<file path="config.mk">
export PLATFORM = sky130hd
export DESIGN_NAME = hcbp_ctrl
export DESIGN_NICKNAME = d
export VERILOG_FILES = /design/src/hdl/hcbp_pkg.sv /design/src/hdl/hcbp_ctrl.sv
export SDC_FILE = /design/constraint.sdc
export NUM_CORES = 1
export LEC_CHECK = 0
export BUFFER_PORTS_ARGS = -buffer_cell sky130_fd_sc_hd__buf_2
export CORE_AREA = 8 8 45 47
export CTS_BUF_LIST = sky130_fd_sc_hd__clkbuf_8
export DETAILED_ROUTE_END_ITERATION = 10
export DIE_AREA = 0 0 53 55
export GPL_ROUTABILITY_DRIVEN = 0
export HOLD_SLACK_MARGIN = 0.06
export SLEW_MARGIN = 20
export SYNTH_ARGS = -nofsm -noshare
export SYNTH_HDL_FRONTEND = slang
export SYNTH_SLANG_ARGS = --single-unit
export TNS_END_PERCENT = 100
</file>
<file path="constraint.sdc">
create_clock -name clk -period 1 [get_ports clk]
set_input_delay 0 -clock clk [delete_from_list [all_inputs] [get_ports clk]]
set_output_delay 0 -clock clk [all_outputs]
set_load 0.02 [all_outputs]
</file>
<file path="src/hdl/hcbp_pkg.sv">
// Shared types and constants for the Huffman code bit packer.
// No dependencies; imported by every module in hdl/.
package hcbp_pkg;

	// Default parameter values
	localparam int MAX_CODE_LEN_DEF = 32;
	localparam int SYMBOL_COUNT_DEF = 256;

	// Fixed field widths
	localparam int CMD_W   = 2;
	localparam int SYM_W   = 8;
	localparam int CODE_W  = 32;
	localparam int LEN_W   = 6;
	localparam int BYTE_W  = 8;
	localparam int ACC_W   = 7;
	localparam int CNT_W   = 3;
	// Pending bits plus one full code, left aligned
	localparam int ALIGN_W = ACC_W + CODE_W + 1;

	typedef enum logic [CMD_W-1:0] {
		CMD_LOAD   = 2'd0,
		CMD_ENCODE = 2'd1,
		CMD_FLUSH  = 2'd2
	} cmd_code_t;

	// Input beat
	typedef struct packed {
		logic [CMD_W-1:0]  command;
		logic [SYM_W-1:0]  symbol;
		logic [CODE_W-1:0] code_bits;
		logic [LEN_W-1:0]  code_length;
	} in_beat_t;

	// Output beat
	typedef struct packed {
		logic [BYTE_W-1:0] out_byte;
		logic              last;
	} out_beat_t;

	// Controller to datapath
	typedef struct packed {
		logic wr_entry;
		logic rd_entry;
		logic take_lookup;
		logic settle_lookup;
		logic load_flush;
		logic emit;
	} dp_cmd_t;

	// Datapath to controller
	typedef struct packed {
		logic is_load;
		logic is_encode;
		logic is_flush;
		logic in_range;
		logic count_zero;
		logic lookup_ge8;
		logic emit_last;
		logic out_free;
	} dp_stat_t;

endpackage

</file>
<file path="src/hdl/hcbp_ctrl.sv">
// Controller state machine for the bit packer.
// Depends on hcbp_pkg; drives hcbp_dp through dp_cmd_t.
module hcbp_ctrl import hcbp_pkg::*; (
	input  logic     clk,
	input  logic     arst_n,
	input  logic     code_valid,
	output logic     code_stall,
	input  dp_stat_t stat,
	output dp_cmd_t  cmd
);

	typedef enum logic [2:0] {
		ST_IDLE   = 3'b001,
		ST_LOOKUP = 3'b010,
		ST_EMIT   = 3'b100
	} state_t;

	state_t state_q, state_d;
	logic   accept;

	assign code_stall = (state_q != ST_IDLE);
	assign accept     = code_valid && !code_stall;

	// Next state and datapath commands
	always_comb begin
		state_d = state_q;
		cmd     = '0;
		case (state_q)
			ST_IDLE: begin
				if (accept && stat.in_range && stat.is_load) begin
					cmd.wr_entry = 1'b1;
				end
				if (accept && stat.in_range && stat.is_encode) begin
					cmd.rd_entry = 1'b1;
					state_d      = ST_LOOKUP;
				end
				if (accept && stat.is_flush && !stat.count_zero) begin
					cmd.load_flush = 1'b1;
					state_d        = ST_EMIT;
				end
			end
			ST_LOOKUP: begin
				if (stat.lookup_ge8) begin
					cmd.take_lookup = 1'b1;
					state_d         = ST_EMIT;
				end else begin
					cmd.settle_lookup = 1'b1;
					state_d           = ST_IDLE;
				end
			end
			ST_EMIT: begin
				if (stat.out_free) begin
					cmd.emit = 1'b1;
					if (stat.emit_last) begin
						state_d = ST_IDLE;
					end
				end
			end
			default: begin
				state_d = ST_IDLE;
			end
		endcase
	end

	always_ff @(posedge clk or negedge arst_n) begin
		if (!arst_n) begin
			state_q <= ST_IDLE;
		end else begin
			state_q <= state_d;
		end
	end

endmodule

</file>
======== Word level (Yosys, flattened, before mapping) ========
Index checks and enable logic that the tools add are counted.
storage, ports and cells
  output and inout bits ................... 7
  input bits .............................. 11
  register bits after elaboration ......... 3
  word-level logic and storage cells ...... 33
cells by class
  reductions and logical operators ........ 9
  multiplexer cells ....................... 16
  eq/ne operators ......................... 7
operators with widths
  operator                                                         count
  3-bit 2-to-1 mux                                                 5
  3-bit one-hot mux with 3 select lines                            1
  1-bit 2-to-1 mux                                                 8
  1-bit logical AND                                                6
  2-bit 2-to-1 mux                                                 2
  2-bit != test, second input constant                             2
  3-bit by 1-bit == test with 1-bit output, second input constant  1
  3-bit by 2-bit == test with 1-bit output, second input constant  1
  3-bit == test, second input constant                             1
  3-bit by 1-bit != test with 1-bit output, second input constant  1
  3-bit != test, second input constant                             1
  3-bit AND reduction                                              1
  1-bit zero test                                                  2

======== Logic depth before layout (Yosys ltp) ========
  depth after elaboration ................. 8
  depth in mapped cells ................... 3
  mapped depth without buffers ............ 3

======== Least setup slack after synthesis ========
OpenSTA, ideal clock, no wires.
  path kind ............................... flip-flop to output port
  start point ............................. register state_q[2]
  end point ............................... output port cmd[3] (netlist name)
  cell stages (with the launch flop) ...... 2
  arrival ................................. 1.204 ns
  path buffers ............................ 0
  required time ........................... 1.000 ns
  slack ................................... -0.204 ns
  cell sequence ........................... dfrtp_1 -> nor4b_1
RTL lines
  what                    RTL line         RTL
  from (decl)             hcbp_ctrl.sv:18  state_t state_q, state_d;
  from (signal assigned)  hcbp_ctrl.sv:69  state_q <= state_d;
  to (decl)               hcbp_ctrl.sv:9   output dp_cmd_t cmd

==> metrics.log <==
[metrics] synthesized netlist net count: 34
[metrics] largest net degree at the start of global routing: 6
[metrics] Final Cell Area: between 400 and 500 um2
[metrics] Tightest Hold Check Type: input pin to asynchronous set/reset pin
[metrics] share of cells above drive strength 1: 69.4%
[metrics] Critical Path Max Stage Delay: 550 ps
[metrics] register name with the most flops: state_q
[metrics] registers with the most flip-flops: state_q x3
[metrics] site row count: 14
[metrics] total wire length: between 700 and 800 um
[metrics] tightest hold margin: 119 ps
[metrics] starting utilization of the core area: 16.3%
[metrics] final std cells w/o fill: 65
[metrics] total inserted antenna cells: 0
[metrics] placeable core area: 0.00138 mm2
[metrics] Final Power: between 600 and 700 uW
[metrics] final critical-path share of the clock period: 122%
[metrics] via total after detailed routing: 275
[metrics] met3 Track Usage GR: 2.67%
[metrics] antenna violations before repair: 0
[metrics] final max-slew violation count: 0
[metrics] clock period minus final worst setup slack: approximately 1200 ps
[metrics] Warnings, synthesis: 0
[metrics] worst max-slew margin expressed relative to the limit: 86.5%
[metrics] proportion of synthesized chip area in sequential cells: 33.9%
[metrics] CTS HTree Levels: 1
[metrics] routed wire length per instance: approximately 12 um
[metrics] pin slew with the least headroom to its limit: 202 ps
[metrics] Die Footprint: 0.00292 mm2
[metrics] number of flip-flops in the largest register: 3
[metrics] grt total ovfl: 0
[metrics] CTS buffer count: 3
[metrics] kind of capture point of the worst setup path: output pin
[metrics] number of nets at the end of the flow: between 60 and 70
[metrics] number of storage elements in the synthesis netlist: 3
[metrics] fin worst setup slack: -220 ps
[metrics] register-to-register setup slack: -130 ps
[metrics] first-iteration detailed-routing DRC count: 8
[metrics] instance count of the mapped netlist: 23
[metrics] mean instance size in the synthesized netlist: 9.79 um2
[metrics] clock latency at the later pin of the worst-skew pair: roughly 210 ps
[metrics] GR Util met2: 7.62%
[metrics] die boundary width: ~53 um
[metrics] final hold viol count: 0
[metrics] violations in the final reports: setup timing
[metrics] wire length of the first global-routing pass: 1040 um
[metrics] placed cell areas: 357 um2
[metrics] worst path required time: 1000 ps
[metrics] final count of negative-setup-slack endpoints: 10
[metrics] achievable clock frequency: approximately 800 MHz
[metrics] port buffer count: 17
[metrics] Boundary Pins: 18
[metrics] data arrival at the endpoint of the critical path: 1220 ps
[metrics] count of unresolved DRC violations after routing: 0
[metrics] layout filler cell count: around 150
[metrics] DP Cell Count: 58
[metrics] worst-path fanout max: 5
[metrics] element type at the critical path start: flop
[metrics] Clock Path Buffers: 2
[metrics] Power Density: 1330 mW/mm2
[metrics] clock-pin slew on the worst setup and hold paths: about 30 ps
[metrics] overall global routing resource usage: 4.65%
[metrics] CTS tree: built
[metrics] number of iterations in the first detailed-routing pass: 4
[metrics] cell chain of the critical path: nand4bb_4 > nor2_2 > buf_4
[metrics] height of the die: between 50 and 60 um
[metrics] end-of-flow core utilization: 34.5%
[metrics] Worst R2R Start: state_q[0]
[metrics] Antenna Nets Post-Route: 0
[metrics] setup repair after global routing missed its margin: yes
[metrics] worst ir drop on vdd: 0.666 mV
[metrics] peak-usage layer in the global routing report: met2
[metrics] cell at the root of the clock tree: sky130_fd_sc_hd__clkbuf_8
[metrics] number of cells on the worst reg-to-reg path: 3
[metrics] Cell variety after synth: 17
[metrics] endpoint of the worst-slack reg-to-reg timing path: state_q[2]
[metrics] met1 demand-to-capacity share in global routing: 5.04%
[metrics] number of global-route vias before repair: 272
[metrics] standard cell with the maximum stage delay on the critical path: sky130_fd_sc_hd__dfstp_2
[metrics] leakage power of the design: 0.222 nW
[metrics] Fin Clk Skew: 2.78 ps
[metrics] Sinks on Clock Net: 3
[metrics] category of the most critical setup path: flop to output pin
[metrics] result of the run: finished, violations left
[metrics] post-synthesis to final-layout area growth: 112%
[metrics] combined area of all synthesized cells: 225 um2
[metrics] Max Cap Violations: 0
[metrics] vias per inst: 4.23
## cell type report
cell class                      count  area, um2  area share [%]
Inverter                            1       3.75           0.785
Tap cell                           16       20.0            4.19
Timing Repair Buffer               22        155            32.5
Multi-Input combinational cell     19        178            37.2
Clock buffer                        3       41.3            8.64
Clock inverter                      1       3.75           0.785
Sequential cell                     3       76.3            16.0
## worst max-delay path by stage
stage,from,to,depth (start not counted)
floorplan,state_q[2],cmd[2],1
global placement,state_q[0],state_q[0],3
detailed placement,state_q[0],state_q[0],3
CTS,state_q[0],cmd[5],3
global route,state_q[0],cmd[1],3
finish,state_q[0],cmd[1],3
## synth_stat cells, drive strengths merged
cell,number,share of area [%]
and4bb,1,5.6
o21ba,1,4.4
nand2,4,6.7
nor2,4,10
dfstp,1,12
and3b,1,3.9
nand2b,1,2.8
inv,1,1.7
nand4bb,1,12
nor4,1,2.8
a21oi,1,3.9
and2,1,2.8
a31oi,1,2.8
nor4b,1,3.9
o22ai,1,2.8
dfrtp,2,22
## what timing repair did
| item | 4_1_cts | 5_1_grt |
|---|---|---|
| gates resized for setup | 11 | 2 |
| pin swaps | 5 | 1 |
| setup buffers | 1 | 1 |
| setup endpoints to repair | 10 | 10 |
| hold buffers | 1 | 0 |
| endpoints found under the hold margin | 3 | 0 |
## routing by layer
metal,up-vias,routed length [um]
li1,136,-
met1,126,303
met2,13,394
met3,0,66
met4,0,0
met5,-,0
## worst max-delay path, delay by kind of cell (launching register included)
family / cells / cell delay, ps
buffers and inverters: 1 / 150
DFF: 1 / 550
and+or+nand+nor: 2 / 310
## placed cells by master (no fill, tap or decap), drive strengths merged, types with 2 or more instances in the layout
master and instances:
buf 21, nand2 4, nor2 4, clkbuf 3, inv 2, dfrtp 2
## report_power, final
part | leakage, nW | switching, mW | internal [mW] | total [mW]
registers | 0.0378 | 0.00837 | 0.133 | 0.142
logic | 0.158 | 0.0787 | 0.0800 | 0.159
clock network | 0.0269 | 0.0751 | 0.261 | 0.336
total | 0.222 | 0.162 | 0.474 | 0.636
## stage by stage
| stage | setup WS [ps] | setup TNS, ps |
|---|---|---|
| after floorplan | -142 | -357 |
| after global placement | -50.9 | -124 |
| after detailed placement | -68.5 | -138 |
| after CTS | -189 | -1380 |
| after global routing | -260 | -1830 |
| final | -220 | -1430 |
## cell families after synthesis
kind of cell    Yosys count  share of synthesized area [%]
simple gates             15                           50.6
buf+inv                   1                           1.67
compound gates            4                           13.9
flops                     3                           33.9
(Power assumes the default switching activity.)
